[config.mk]
export PLATFORM = sky130hd
export DESIGN_NAME = value_list_append_find_remove
export DESIGN_NICKNAME = d
export VERILOG_FILES = /design/src/vlafr_pkg.sv /design/src/vlafr_store.sv /design/src/value_list_append_find_remove.sv
export SDC_FILE = /design/constraint.sdc
export NUM_CORES = 1
export LEC_CHECK = 0
export BUFFER_PORTS_ARGS = -buffer_cell sky130_fd_sc_hd__buf_2
export CELL_PAD_IN_SITES_DETAIL_PLACEMENT = 0
export CELL_PAD_IN_SITES_GLOBAL_PLACEMENT = 1
export CORE_UTILIZATION = 45
export DETAILED_ROUTE_END_ITERATION = 8
export GPL_TIMING_DRIVEN = 0
export HOLD_SLACK_MARGIN = 0.15
export PLACE_DENSITY_LB_ADDON = 0.1
export SYNTH_ARGS = -nofsm -noshare
export SYNTH_HDL_FRONTEND = slang
export SYNTH_SLANG_ARGS = --single-unit
[constraint.sdc]
create_clock -name clk -period 6.65 [get_ports clk]
set_clock_uncertainty 0.2 [all_clocks]
set_input_delay 0.665 -clock clk [delete_from_list [all_inputs] [get_ports clk]]
set_output_delay 0.665 -clock clk [all_outputs]
set_load 0.05 [all_outputs]
[src/vlafr_pkg.sv]
// Package for the value list block: default sizes, field widths, command and status codes.
// Depends on nothing. Used by value_list_append_find_remove.sv.
`default_nettype none

package vlafr_pkg;

  // Default sizes for the top-level parameters.
  localparam int unsigned DEFAULT_DEPTH      = 16;
  localparam int unsigned DEFAULT_WORD_WIDTH = 32;

  // Field widths of the two channels.
  localparam int unsigned CMD_W   = 3;
  localparam int unsigned VALUE_W = 32;
  localparam int unsigned INDEX_W = 4;
  localparam int unsigned STAT_W  = 2;
  localparam int unsigned POS_W   = 4;
  localparam int unsigned COUNT_W = 5;

  typedef enum logic [CMD_W-1:0] {
    CMD_CLEAR  = 3'd0,
    CMD_APPEND = 3'd1,
    CMD_FIND   = 3'd2,
    CMD_REMOVE = 3'd3,
    CMD_READ   = 3'd4
  } cmd_t;

  typedef enum logic [STAT_W-1:0] {
    ST_OK        = 2'd0,
    ST_FULL      = 2'd1,
    ST_NOT_FOUND = 2'd2,
    ST_RANGE     = 2'd3
  } status_t;

endpackage

`default_nettype wire

[src/vlafr_store.sv]
// Entry memory of the value list: one write port and one read port, read data registered.
// Depends on nothing; sizes arrive as parameters from the top level.
`default_nettype none

module vlafr_store #(
  parameter int unsigned DEPTH      = 16,
  parameter int unsigned WORD_WIDTH = 32,
  localparam int unsigned AW        = $clog2(DEPTH)
) (
  input  wire logic                  clk,
  input  wire logic                  wr_en,
  input  wire logic [AW-1:0]         wr_addr,
  input  wire logic [WORD_WIDTH-1:0] wr_data,
  input  wire logic [AW-1:0]         rd_addr,
  output logic      [WORD_WIDTH-1:0] rd_data
);

  logic [WORD_WIDTH-1:0] mem [DEPTH];

  // Entries have no reset; only data of entries below the count is ever used.
  always_ff @(posedge clk) begin
    if (wr_en) begin
      mem[wr_addr] <= wr_data;
    end
    rd_data <= mem[rd_addr];
  end

endmodule

`default_nettype wire

[src/value_list_append_find_remove.sv]
// Top level of the value list: command sequencer around the entry memory.
// Depends on vlafr_pkg (codes, widths, defaults) and vlafr_store (entry memory).
`default_nettype none

//  Channel  | Direction | Handshake            | Payload
//  ---------+-----------+----------------------+------------------------------------------
//  in_      | input     | in_valid / in_stall  | in_command, in_value, in_index
//  out_     | output    | out_valid / out_stall| out_status, out_position, out_read_value,
//           |           |                      | out_count
//
// One command is worked on at a time; the input accepts a beat only while the sequencer is idle,
// even if the previous result beat still waits in the output register.
// Clear, append, the spare codes and the errors answered at once (list full, index out of
// range, a search of an empty list) go from accept straight to the result state S_RESP; read
// passes through S_RDWAIT first. Find and remove walk the memory one entry per cycle through its
// single read port; a remove then shifts the later entries down at one per cycle. Reset is
// synchronous and clears only the count and the control state; the memory needs no clearing
// pass. A stalled output only delays the return to idle.

module value_list_append_find_remove #(
  parameter int unsigned DEPTH      = vlafr_pkg::DEFAULT_DEPTH,
  parameter int unsigned WORD_WIDTH = vlafr_pkg::DEFAULT_WORD_WIDTH
) (
  input  wire logic                               clk,
  input  wire logic                               rst_n,
  input  wire logic                               in_valid,
  output logic                                    in_stall,
  input  wire logic [vlafr_pkg::CMD_W-1:0]        in_command,
  input  wire logic signed [vlafr_pkg::VALUE_W-1:0] in_value,
  input  wire logic [vlafr_pkg::INDEX_W-1:0]      in_index,
  output logic                                    out_valid,
  input  wire logic                               out_stall,
  output logic [vlafr_pkg::STAT_W-1:0]            out_status,
  output logic [vlafr_pkg::POS_W-1:0]             out_position,
  output logic signed [vlafr_pkg::VALUE_W-1:0]    out_read_value,
  output logic [vlafr_pkg::COUNT_W-1:0]           out_count
);

  localparam int unsigned AW = $clog2(DEPTH);
  localparam int unsigned CW = $clog2(DEPTH + 1);
  localparam int unsigned IW = (CW > vlafr_pkg::INDEX_W) ? CW : vlafr_pkg::INDEX_W;

  // S_SCAN compares the entry read last cycle; S_SHIFT writes it one place lower.
  typedef enum logic [2:0] {
    S_IDLE,
    S_SCAN,
    S_SHIFT,
    S_RDWAIT,
    S_RESP
  } state_t;

  state_t                        state_r;
  logic [CW-1:0]                 count_r;
  logic [AW-1:0]                 ptr_r;
  logic [WORD_WIDTH-1:0]         word_r;
  logic                          remove_r;
  vlafr_pkg::status_t            res_status_r;
  logic [vlafr_pkg::POS_W-1:0]   res_pos_r;
  logic [vlafr_pkg::VALUE_W-1:0] res_data_r;
  logic                          out_valid_r;
  logic [vlafr_pkg::STAT_W-1:0]  out_status_r;
  logic [vlafr_pkg::POS_W-1:0]   out_position_r;
  logic [vlafr_pkg::VALUE_W-1:0] out_read_value_r;
  logic [vlafr_pkg::COUNT_W-1:0] out_count_r;

  logic                  in_accept;
  logic                  out_free;
  vlafr_pkg::cmd_t       in_cmd;
  logic [WORD_WIDTH-1:0] in_word;
  logic [CW-1:0]         ptr_inc;
  logic [CW-1:0]         ptr_inc2;
  logic                  not_full;
  logic                  idx_ok;
  logic                  hit;

  logic                  mem_we;
  logic [AW-1:0]         mem_wr_addr;
  logic [WORD_WIDTH-1:0] mem_wr_data;
  logic [AW-1:0]         mem_rd_addr;
  logic [WORD_WIDTH-1:0] mem_rd_data;

  assign in_stall  = (state_r != S_IDLE);
  assign in_accept = in_valid && !in_stall;
  assign out_free  = !out_valid_r || !out_stall;
  assign in_cmd    = vlafr_pkg::cmd_t'(in_command);

  // The 32-bit value is sign extended (or cut) to the stored word width.
  assign in_word   = WORD_WIDTH'(in_value);

  assign ptr_inc   = CW'(ptr_r) + CW'(1);
  assign ptr_inc2  = CW'(ptr_r) + CW'(2);
  assign not_full  = (count_r < CW'(DEPTH));
  assign idx_ok    = (IW'(in_index) < IW'(count_r));
  assign hit       = (mem_rd_data == word_r);

  // Memory port control. During a shift the write lands at ptr_r while the read fetches
  // ptr_r + 2, so the two ports never touch the same entry and no forwarding is needed.
  always_comb begin
    mem_we      = 1'b0;
    mem_wr_addr = ptr_r;
    mem_wr_data = mem_rd_data;
    mem_rd_addr = ptr_r;
    unique case (state_r)
      S_IDLE: begin
        mem_rd_addr = (in_cmd == vlafr_pkg::CMD_READ) ? AW'(in_index) : '0;
        if (in_accept && (in_cmd == vlafr_pkg::CMD_APPEND) && not_full) begin
          mem_we      = 1'b1;
          mem_wr_addr = AW'(count_r);
          mem_wr_data = in_word;
        end
      end
      S_SCAN: begin
        mem_rd_addr = AW'(ptr_inc);
      end
      S_SHIFT: begin
        mem_we      = 1'b1;
        mem_rd_addr = AW'(ptr_inc2);
      end
      default: begin
        mem_rd_addr = ptr_r;
      end
    endcase
  end

  vlafr_store #(
    .DEPTH      (DEPTH),
    .WORD_WIDTH (WORD_WIDTH)
  ) u_store (
    .clk     (clk),
    .wr_en   (mem_we),
    .wr_addr (mem_wr_addr),
    .wr_data (mem_wr_data),
    .rd_addr (mem_rd_addr),
    .rd_data (mem_rd_data)
  );

  always_ff @(posedge clk) begin
    if (!rst_n) begin
      state_r     <= S_IDLE;
      count_r     <= '0;
      out_valid_r <= 1'b0;
    end else begin
      // In S_RESP the output register is reloaded below whenever it drains.
      if (out_valid_r && !out_stall && (state_r != S_RESP)) begin
        out_valid_r <= 1'b0;
      end
      unique case (state_r)
        S_IDLE: begin
          if (in_accept) begin
            word_r       <= in_word;
            remove_r     <= (in_cmd == vlafr_pkg::CMD_REMOVE);
            ptr_r        <= '0;
            res_status_r <= vlafr_pkg::ST_OK;
            res_pos_r    <= '0;
            res_data_r   <= '0;
            unique case (in_cmd)
              vlafr_pkg::CMD_CLEAR: begin
                count_r <= '0;
                state_r <= S_RESP;
              end
              vlafr_pkg::CMD_APPEND: begin
                if (not_full) begin
                  count_r <= count_r + CW'(1);
                end else begin
                  res_status_r <= vlafr_pkg::ST_FULL;
                end
                state_r <= S_RESP;
              end
              vlafr_pkg::CMD_FIND, vlafr_pkg::CMD_REMOVE: begin
                if (count_r == '0) begin
                  res_status_r <= vlafr_pkg::ST_NOT_FOUND;
                  state_r      <= S_RESP;
                end else begin
                  state_r <= S_SCAN;
                end
              end
              vlafr_pkg::CMD_READ: begin
                if (idx_ok) begin
                  state_r <= S_RDWAIT;
                end else begin
                  res_status_r <= vlafr_pkg::ST_RANGE;
                  state_r      <= S_RESP;
                end
              end
              default: begin
                state_r <= S_RESP;
              end
            endcase
          end
        end
        S_SCAN: begin
          if (hit) begin
            res_pos_r <= vlafr_pkg::POS_W'(ptr_r);
            if (remove_r && (ptr_inc < count_r)) begin
              state_r <= S_SHIFT;
            end else begin
              if (remove_r) begin
                count_r <= count_r - CW'(1);
              end
              state_r <= S_RESP;
            end
          end else if (ptr_inc < count_r) begin
            ptr_r <= AW'(ptr_inc);
          end else begin
            res_status_r <= vlafr_pkg::ST_NOT_FOUND;
            state_r      <= S_RESP;
          end
        end
        S_SHIFT: begin
          if (ptr_inc2 < count_r) begin
            ptr_r <= AW'(ptr_inc);
          end else begin
            count_r <= count_r - CW'(1);
            state_r <= S_RESP;
          end
        end
        S_RDWAIT: begin
          res_data_r <= vlafr_pkg::VALUE_W'(mem_rd_data);
          state_r    <= S_RESP;
        end
        S_RESP: begin
          if (out_free) begin
            out_valid_r      <= 1'b1;
            out_status_r     <= res_status_r;
            out_position_r   <= res_pos_r;
            out_read_value_r <= res_data_r;
            out_count_r      <= vlafr_pkg::COUNT_W'(count_r);
            state_r          <= S_IDLE;
          end
        end
        default: begin
          state_r <= S_IDLE;
        end
      endcase
    end
  end

  assign out_valid      = out_valid_r;
  assign out_status     = out_status_r;
  assign out_position   = out_position_r;
  assign out_read_value = out_read_value_r;
  assign out_count      = out_count_r;

`ifndef NO_ASSERTIONS
  // The count never grows past the capacity.
  a_count_bound: assert property (@(posedge clk) disable iff (!rst_n)
    count_r <= CW'(DEPTH))
    else $error("entry count exceeds capacity");

  // A shift write never targets the entry being read in the same cycle.
  a_no_port_clash: assert property (@(posedge clk) disable iff (!rst_n)
    (state_r == S_SHIFT) |-> (mem_wr_addr != mem_rd_addr))
    else $error("shift write and read hit the same entry");

  // An accepted clear empties the list by the next cycle.
  a_clear_empties: assert property (@(posedge clk) disable iff (!rst_n)
    (in_accept && (in_cmd == vlafr_pkg::CMD_CLEAR)) |=> (count_r == '0))
    else $error("clear did not empty the list");

  // A full report only goes out while the list is at capacity.
  a_full_report: assert property (@(posedge clk) disable iff (!rst_n)
    (out_valid_r && (out_status_r == vlafr_pkg::ST_FULL)) |->
      (out_count_r == vlafr_pkg::COUNT_W'(DEPTH)))
    else $error("full status with a list below capacity");

  // A scan only runs over entries below the count.
  a_scan_in_range: assert property (@(posedge clk) disable iff (!rst_n)
    (state_r == S_SCAN) |-> (CW'(ptr_r) < count_r))
    else $error("scan pointer beyond the count");
`endif

endmodule

`default_nettype wire
==> results.py, run 1 <==
metrics = {
    "worst_setup_path": {
        "path_buf_inv": 5,
        "path_delay_family": "simple AND/OR/NAND/NOR gates",
        "cp_cell_sequence": "buf_2 -> or3b_1 -> nor2_1 -> and3_1 -> buf_2 -> buf_2 -> a31oi_1 -> nor3_2 -> buf_6 -> buf_6",
        "cp-end-kind": "flip-flop",
        "worst_ep_arrival_time_ns": 3.79,
        "cp-start-kind": "input port",
        "criticalPathCategory": "input port to flip-flop",
        "path_common_cell": "buf_2",
        "slowest_delay_ns": 0.85,
        "slowest_stage": "nor3_2",
        "critical_path_required_ns": 6.76,
        "path_max_fanout": 10,
    },
    "drt": {
        "via_per_inst": 5.47,
        "drt_iter0_drc": 1528,
        "drt_drc_violations_left": 0,
        "top_layer_used": "met4",
        "first_pass_iters": 8,
        "met3_length_um": 4550,
        "dr_wl_met2_um": 34600,
        "wl_met1_um": 32700,
        "vias": 16600,
        "wl_um": 73300,
        "avgRoutedWirePerCell_um": 24.2,
        "antenna_left": 0,
    },
    "sta": {
        "fmax_mhz": 272,
        "finalWorstSetupSlack_ns": 2.97,
        "setup_viol": 0,
        "slew_viol_final": 0,
        "relSlewSlack": 0.360,
        "rsz0062_at_grt": "no",
        "tightestPinTransition_ns": 0.955,
        "fin_crit_ns": 3.68,
        "period_share": 0.554,
        "hold_viol": 0,
        "finalSetupTns_ns": 0,
    },
    "clock_network": {
        "cts_buffers": 73,
        "max-clock-path-buffers": 3,
        "clk_latency_ns": 0.61,
        "cts_tree": "yes",
        "htreeDepth": 3,
        "clk_pin_slew_ns": 0.06,
        "cts.sinks": 671,
        "root_buffer": "clkbuf_16",
        "cts_setup_buffers": 0,
    },
    "synthesis": {
        "syn-instance-count": 1969,
        "synth_top_family_by_area": "simple AND/OR/NAND/NOR gates",
        "synth_fp_nets": 2028,
        "yosysUniqueCellTypes": 63,
        "yosysTopAreaCell": "edfxtp_1",
        "ys_top_cells_by_area": "edfxtp_1 (71%), nand2_1 (7.7%), nand3_1 (3.7%), mux2i_1 (3.6%), dfxtp_1 (3.1%)",
        "synthAdderAreaFrac": 0.00746,
        "synthSimpleGateAreaFrac": 0.144,
        "netlist.area_leader.share": 0.705,
        "synthMuxAreaShare": 0.0370,
        "synth-xor-area-share": 0.0114,
        "synth_edf_count": 630,
        "synth_area_um2": 26800,
        "yosysSeqAreaShare": 0.736,
        "synth_compound_area_frac": 0.0415,
        "synthArstFlopShare": 0,
        "yosys_warnings": 0,
        "synth_ff_type": "edfxtp_1",
        "ys_ff_latch": 671,
        "syn_avg_cell_area_um2": 13.6,
    },
    "placement": {
        "pre_cts_slack_ns": 2.36,
        "io_buffers": 86,
        "globalplace.congestion": 0.838,
        "dpl.hpwl_um": 50400,
    },
    "finish": {
        "drive_above_1_share": 0.152,
        "antenna_cells": 0,
        "area_growth_pct": 18.4,
        "layout.nets": 2254,
        "multi_input_area_um2": 6590,
        "layout.area.seq_um2": 19700,
        "post-route-util": 0.538,
        "fill_cells": 4929,
    },
    "grt": {
        "grt_pass1_vias": 16000,
        "overflow": 0,
        "grt_start_max_net_pins": 34,
        "grt_first_pass_wirelength_um": 107000,
        "grt_usage": 0.246,
        "antenna_found_initial": 1,
    },
    "power_and_ir_drop": {
        "p_per_area_nw_per_um2": 322,
        "p_leak_nw": 11.7,
        "vdd_ir_drop_max_mv": 0.208,
    },
    "die": {
        "num_rows": 89,
        "start_util": 0.455,
        "die_area_um2": 60600,
        "core_region_area_um2": 59000,
        "pin_count": 88,
        "die_height_um": 246,
        "die_x_um": 246,
    },
    "outcome": {
        "outcome": "finished clean",
    },
    "run": {
        "maxCapViolations": 0,
    },
    "worst_hold_path": {
        "min_path_type": "input port to flip-flop",
    },
}
## tightest hold or removal path: stages
cell and delay, ns:
buf_2 0.13, nand2_1 0.08, a21boi_0 0.08
## flip-flops by register name, indices dropped and copies added (netlist names)
register and cells:
count_r 5, out_count 5, out_position 4, out_read_value 32
out_status 2, out_valid 1, ptr_r 4, remove_r 1
res_data_r 32, res_pos_r 4, res_status_r 2, state_r 3
u_store.mem 512, u_store.rd_data 32, word_r 32
## cell families after synthesis
family                     count (synthesis)
DFF                                      671
AOI/OAI and AO/OA                        143
xor gates and xnor gates                  35
adders and majority gates                 16
muxes                                     98
and+or+nand+nor                          883
buffers and inverters                    123
## stage by stage
stage	instance area [µm²]	instances	total power, mW	hold slack, ns
floorplan	26800	1969	5.55	0.200
global route	31800	3027	10.5	0.207
finish	31800	3027	10.2	0.211
CTS	31800	3027	10.3	0.179
detailed placement	28900	2861	5.99	0.205
global placement	28200	2828	5.96	0.200
## cells in the mapped netlist, types with 3 or more instances
master,count
dfxtp_1,41
nor2b_1,4
edfxtp_1,630
inv_1,11
and3_1,10
clkbuf_1,36
a21oi_1,17
a211oi_1,4
xor2_1,34
nor3b_1,3
buf_6,5
nand3_1,199
or2_2,3
nand3b_1,4
buf_1,4
buf_2,49
nand2_1,550
o22ai_1,5
o221ai_1,32
a21boi_0,5
and2_1,37
o21ai_0,10
buf_4,18
nand2b_1,6
a211o_1,3
mux2i_1,97
ha_1,16
nor3_1,16
a31oi_1,7
nor2_1,29
nor4_1,8
a32oi_1,33
a21o_1,6
a221o_1,3
## per-layer routing
| layer | vias up | global-route usage |
|---|---|---|
| li1 | 7672 | - |
| met1 | 8225 | 0.345 |
| met2 | 563 | 0.392 |
| met3 | 95 | 0.0458 |
| met4 | 0 | 0.0678 |
| met5 | - | 0 |
## path summary, 6_finish.rpt
kind                  start  cells past startpoint  slack [ns]                 end
max           in_command[2]                     10        2.97  u_store.mem[2][12]
min               out_stall                      3        0.21           out_valid
max reg2reg      state_r[0]                      9        2.99  u_store.mem[2][12]
min reg2reg  res_data_r[19]                      0        0.21  out_read_value[19]
## cells in the final DEF (no fill, tap or decap), types with 33 or more instances in the layout
cell type / netlist / final
a32oi_1: 33 / 33
xor2_1: 34 / 34
clkbuf_16: 0 / 77
nand2_1: 550 / 550
edfxtp_1: 630 / 630
and2_1: 37 / 37
nand3_1: 199 / 199
mux2i_1: 97 / 97
clkbuf_1: 36 / 47
buf_2: 49 / 135
dfxtp_1: 41 / 41
## layout make-up
| cell class | count | area share |
|---|---|---|
| flip-flops and latches | 671 | 0.621 |
| multi-input cells | 1175 | 0.207 |
| clock buffers | 95 | 0.0650 |
| repair buffers | 151 | 0.0405 |
| well taps | 773 | 0.0304 |
| plain buffers | 112 | 0.0185 |
| clock inverters | 39 | 0.0161 |
| inverters | 11 | 0.00130 |
## what timing repair did
action / CTS / global route
hold endpoints to repair: 32 / 0
hold buffers: 32 / 0
resized for setup: 0 / 0
## where the power goes
| part | switching, mW | leakage (nW) | total (mW) | internal, mW |
|---|---|---|---|---|
| Clock | 1.64 | 1.27 | 4.30 | 2.66 |
| Combinational | 0.698 | 4.38 | 0.929 | 0.232 |
| Sequential | 0.0975 | 6.08 | 4.99 | 4.89 |
Power figures use the tool's default switching activity.
==> run 2: changes to the inputs <==
==> constraint.sdc (replaced) <==
create_clock -name clk -period 3.4 [get_ports clk]
set_clock_uncertainty 0.2 [all_clocks]
set_input_delay 0.34 -clock clk [delete_from_list [all_inputs] [get_ports clk]]
set_output_delay 0.34 -clock clk [all_outputs]
set_load 0.05 [all_outputs]
==> results.py, run 2 (synthesized netlist as in run 1, its figures left out) <==
metrics = {
    "outcome": {
        "outcome": "finished clean",
    },
    "worst_setup_path": {
        "cp-end-kind": "flip-flop",
        "criticalPathCategory": "flip-flop to flip-flop",
        "worst_ep_arrival_time_ns": 3.39,
        "r2r_start": "state_r[0]",
        "reg2reg_to": "u_store.mem[4][11]",
        "cp-start-kind": "flip-flop",
        "path_max_fanout": 21,
        "crit_start": "state_r[0]",
        "critical_path_required_ns": 3.50,
        "r2r_cells": 8,
        "r2r_slack_ns": 0.11,
        "crit_end": "u_store.mem[4][11]",
    },
    "grt": {
        "overflow": 0,
        "grt_start_max_net_pins": 34,
        "grt_first_pass_wirelength_um": 106000,
        "antenna_found_initial": 2,
        "grt_pass1_vias": 16200,
        "grt_usage": 0.243,
    },
    "clock_network": {
        "cts.sinks": 671,
        "htreeDepth": 3,
        "cts_buffers": 71,
        "max-clock-path-buffers": 3,
        "clk_pin_slew_ns": 0.06,
        "clk_latency_ns": 0.61,
        "cts_tree": "yes",
        "root_buffer": "clkbuf_16",
    },
    "power_and_ir_drop": {
        "p_leak_nw": 11.8,
        "vdd_ir_drop_max_mv": 0.394,
        "p_per_area_nw_per_um2": 602,
    },
    "finish": {
        "antenna_cells": 0,
        "area_growth_pct": 19.0,
        "final_common_cell": "edfxtp_1",
        "regMostFlops": "u_store.mem",
        "fill_cells": 4884,
        "final_cell_mix": "edfxtp_1 (630), nand2_1 (550), nand3_1 (199)",
        "layout.nets": 2266,
        "largest_reg_flops": 512,
        "layout.area.seq_um2": 19700,
        "multi_input_area_um2": 6650,
        "drive_above_1_share": 0.150,
    },
    "placement": {
        "io_buffers": 86,
        "pre_cts_slack_ns": -0.329,
        "dpl.hpwl_um": 50100,
        "globalplace.congestion": 0.826,
    },
    "drt": {
        "vias": 16700,
        "avgRoutedWirePerCell_um": 23.8,
        "wl_um": 72200,
        "first_pass_iters": 5,
        "via_per_inst": 5.50,
        "drt_drc_violations_left": 0,
        "drt_iter0_drc": 1437,
        "antenna_left": 0,
    },
    "sta": {
        "finalWorstSetupSlack_ns": 0.109,
        "relSlewSlack": 0.300,
        "tightestPinTransition_ns": 1.05,
        "setup_viol": 0,
        "rsz0062_at_grt": "no",
        "finalSetupTns_ns": 0,
        "fmax_mhz": 304,
        "slew_viol_final": 0,
        "fin_crit_ns": 3.29,
        "hold_viol": 0,
        "period_share": 0.968,
    },
    "die": {
        "num_rows": 89,
        "die_x_um": 246,
        "core_region_area_um2": 59000,
        "die_height_um": 246,
        "pin_count": 88,
        "start_util": 0.455,
        "die_area_um2": 60600,
    },
    "worst_hold_path": {
        "min_path_type": "input port to flip-flop",
    },
    "run": {
        "maxCapViolations": 0,
    },
}
run 2: cell count changes in the layout (fill, tap and decap cells not counted), sizes merged:
cell,before,now
buf,195,197
bufinv,12,5
clkbuf,131,140
clkinv,22,17
clkinvlp,2,4
dlygate4sd3,32,41
inv,14,11
run 2: through the flow:
| stage | hold slack, ns | area [µm²] | std cells | power, mW | utilization |
|---|---|---|---|---|---|
| 5_1_grt | 0.224 | 31900 | 3034 | 19.9 | 0.541 |
| 6_report | 0.203 | 31900 | 3034 | 19.2 | 0.541 |
| 3_3_place_gp | 0.201 | 28300 | 2828 | 11.7 | 0.479 |
| 4_1_cts | 0.151 | 31800 | 3025 | 19.4 | 0.539 |
| 2_1_floorplan | 0.200 | 26900 | 1969 | 10.9 | - |
| 3_5_place_dp | 0.205 | 29000 | 2853 | 11.7 | 0.491 |
run 2: timing repair:
item	4_1_cts	5_1_grt
gates resized for setup	4	21
endpoints found under the setup margin	98	166
buffers inserted	4	9
pin swaps	3	6
hold endpoints to repair	53	0
hold buffers	41	0
run 2: worst min path at each step:
stage              startpoint                  to  slack [ns]  cells after the start
2_1_floorplan    res_pos_r[0]     out_position[0]        0.20                      0
3_3_place_gp     res_pos_r[2]     out_position[2]        0.20                      0
3_5_place_dp   res_data_r[10]  out_read_value[10]        0.20                      0
4_1_cts         in_command[2]          count_r[4]        0.15                      6
5_1_grt         in_command[0]     res_status_r[1]        0.22                      3
6_report        in_command[2]          count_r[4]        0.20                      6
run 2: power by group:
part / switching, mW / internal [mW] / total [mW]
combinational: 1.38 / 0.465 / 1.84
clock: 3.15 / 4.49 / 7.64
sequential: 0.178 / 9.57 / 9.75
run 2: critical path, cell delays in order (launching register included):
cell and delay [ns]:
dfxtp_1 0.29, buf_2 0.18, nor3_4 0.38, and3_1 0.23, buf_2 0.20, buf_2 0.31, a21oi_1 0.33, nor2_4 0.55
buf_12 0.26
run 2: cell type report:
class                           count  share of cell area
Buffer                            112              0.0189
Clock buffer                      101              0.0628
Clock inverter                     26             0.00870
Inverter                           11             0.00129
Multi-Input combinational cell   1175               0.208
Sequential cell                   671               0.618
Tap cell                          773              0.0303
Timing Repair Buffer              165              0.0516
run 2: metal layers:
| metal | vias to the layer above | global-route usage | part of all wire |
|---|---|---|---|
| met5 | - | 0 | 0 |
| met4 | 0 | 0.0787 | 0.024 |
| met3 | 109 | 0.0418 | 0.064 |
| met2 | 591 | 0.385 | 0.47 |
| met1 | 8295 | 0.339 | 0.45 |
| li1 | 7688 | - | - |
==> run 3: changes to the inputs <==
==> constraint.sdc (replaced) <==
create_clock -name clk -period 3 [get_ports clk]
set_clock_uncertainty 0.2 [all_clocks]
set_input_delay 0.3 -clock clk [delete_from_list [all_inputs] [get_ports clk]]
set_output_delay 0.3 -clock clk [all_outputs]
set_load 0.05 [all_outputs]
==> results.py, run 3 (synthesized netlist as in run 1, its figures left out) <==
metrics = {
    "sta": {
        "fin_crit_ns": 2.90,
        "slew_viol_final": 0,
        "period_share": 0.965,
        "hold_viol": 0,
        "rsz0062_at_grt": "no",
        "setup_viol": 0,
        "relSlewSlack": 0.449,
        "hold_slack_ns": 0.203,
        "finalWorstSetupSlack_ns": 0.104,
        "finalSetupTns_ns": 0,
        "fmax_mhz": 345,
        "tightestPinTransition_ns": 0.825,
    },
    "power_and_ir_drop": {
        "fin_total_pwr_mw": 21.7,
        "p_leak_nw": 12.0,
        "p_per_area_nw_per_um2": 669,
        "vdd_ir_drop_max_mv": 0.438,
    },
    "drt": {
        "top_layer_used": "met4",
        "dr_wl_met2_um": 34500,
        "drt_iter0_drc": 1602,
        "vias": 16900,
        "drt_drc_violations_left": 0,
        "avgRoutedWirePerCell_um": 24.1,
        "wl_um": 73800,
        "first_pass_iters": 5,
        "met3_length_um": 4250,
        "antenna_left": 0,
        "via_per_inst": 5.50,
        "wl_met1_um": 33200,
    },
    "placement": {
        "pre_cts_slack_ns": -0.846,
        "dpl_cell_area_um2": 28900,
        "globalplace.congestion": 0.815,
        "placed_cells": 2848,
        "io_buffers": 86,
        "dpl.hpwl_um": 49200,
    },
    "clock_network": {
        "htreeDepth": 3,
        "clk_latency_ns": 0.62,
        "cts.sinks": 671,
        "cts_buffers": 72,
        "clk_pin_slew_ns": 0.06,
        "root_buffer": "clkbuf_16",
        "max-clock-path-buffers": 3,
        "cts_tree": "yes",
    },
    "die": {
        "pin_count": 88,
        "start_util": 0.455,
        "core_region_area_um2": 59000,
        "die_area_um2": 60600,
        "die_x_um": 246,
        "die_height_um": 246,
        "num_rows": 89,
    },
    "worst_setup_path": {
        "criticalPathCategory": "flip-flop to flip-flop",
        "cp-end-kind": "flip-flop",
        "critical_path_required_ns": 3.25,
        "path_max_fanout": 10,
        "cp-start-kind": "flip-flop",
        "worst_ep_arrival_time_ns": 3.15,
    },
    "finish": {
        "layout.nets": 2299,
        "drive_above_1_share": 0.170,
        "regMostFlops": "u_store.mem",
        "largest_reg_flops": 512,
        "final_cell_mix": "edfxtp_1 (630), nand2_1 (550), nand3_1 (199)",
        "antenna_cells": 0,
        "fin_cells": 3065,
        "final_common_cell": "edfxtp_1",
        "area_growth_pct": 20.9,
        "final_cell_area_um2": 32400,
        "post-route-util": 0.550,
    },
    "grt": {
        "grt_pass1_vias": 16100,
        "grt_first_pass_wirelength_um": 108000,
        "grt_usage": 0.247,
        "overflow": 0,
        "antenna_found_initial": 1,
        "grt_start_max_net_pins": 34,
    },
    "run": {
        "maxCapViolations": 0,
    },
    "outcome": {
        "outcome": "finished clean",
    },
    "worst_hold_path": {
        "min_path_type": "input port to flip-flop",
    },
}
run 3: changes by cell type in the layout (fill, tap and decap cells not counted), moves of 5 or more:
cell / previous run / this run
buf_12: 15 / 25
buf_2: 134 / 121
buf_4: 23 / 54
clkbuf_1: 50 / 43
clkinv_1: 8 / 13
clkinv_2: 7 / 2
nor2_2: 0 / 5
run 3: layer usage:
layer / up-vias / track usage
li1: 7760 / -
met1: 8403 / 0.352
met2: 589 / 0.394
met3: 104 / 0.0341
met4: 0 / 0.0703
met5: - / 0
run 3: timing repair:
item	CTS	global route
setup buffers	38	6
setup endpoints to repair	547	267
gates cloned	4	1
endpoints found under the hold margin	97	0
resized for setup	37	55
pin swaps	18	5
hold buffers	44	0
run 3: worst max-delay path, stage by stage, from the launching register on:
cell and delay, ns:
edfxtp_1 0.44, ha_1 0.37, o32a_1 0.24, o22ai_4 0.35, buf_4 0.31, buf_2 0.30, nand3_1 0.18, nand2_1 0.19
o221ai_2 0.16
run 3: final timing paths:
| kind | cells past startpoint | slack, ns | start | end |
|---|---|---|---|---|
| max | 8 | 0.10 | ptr_r[1] | u_store.rd_data[10] |
| min reg2reg | 0 | 0.21 | res_data_r[1] | out_read_value[1] |
| max reg2reg | 8 | 0.10 | ptr_r[1] | u_store.rd_data[10] |
| min | 5 | 0.20 | in_command[0] | state_r[1] |
run 3: power by group:
part           internal [mW]  switching, mW  leakage, nW
Sequential              10.8          0.202         6.08
Clock                   4.99           3.51         1.08
Combinational          0.575           1.58         4.84
Total                   16.4           5.29         12.0
run 3: final cells by class:
| class | count | area, µm² |
|---|---|---|
| clock buffers | 102 | 2010 |
| inverters | 11 | 41.3 |
| plain buffers | 110 | 682 |
| repair buffers | 195 | 1910 |
| multi-input cells | 1179 | 6870 |
| fillers | 4854 | 26600 |
| flip-flops and latches | 671 | 19700 |
| well taps | 773 | 967 |
| clock inverters | 24 | 228 |
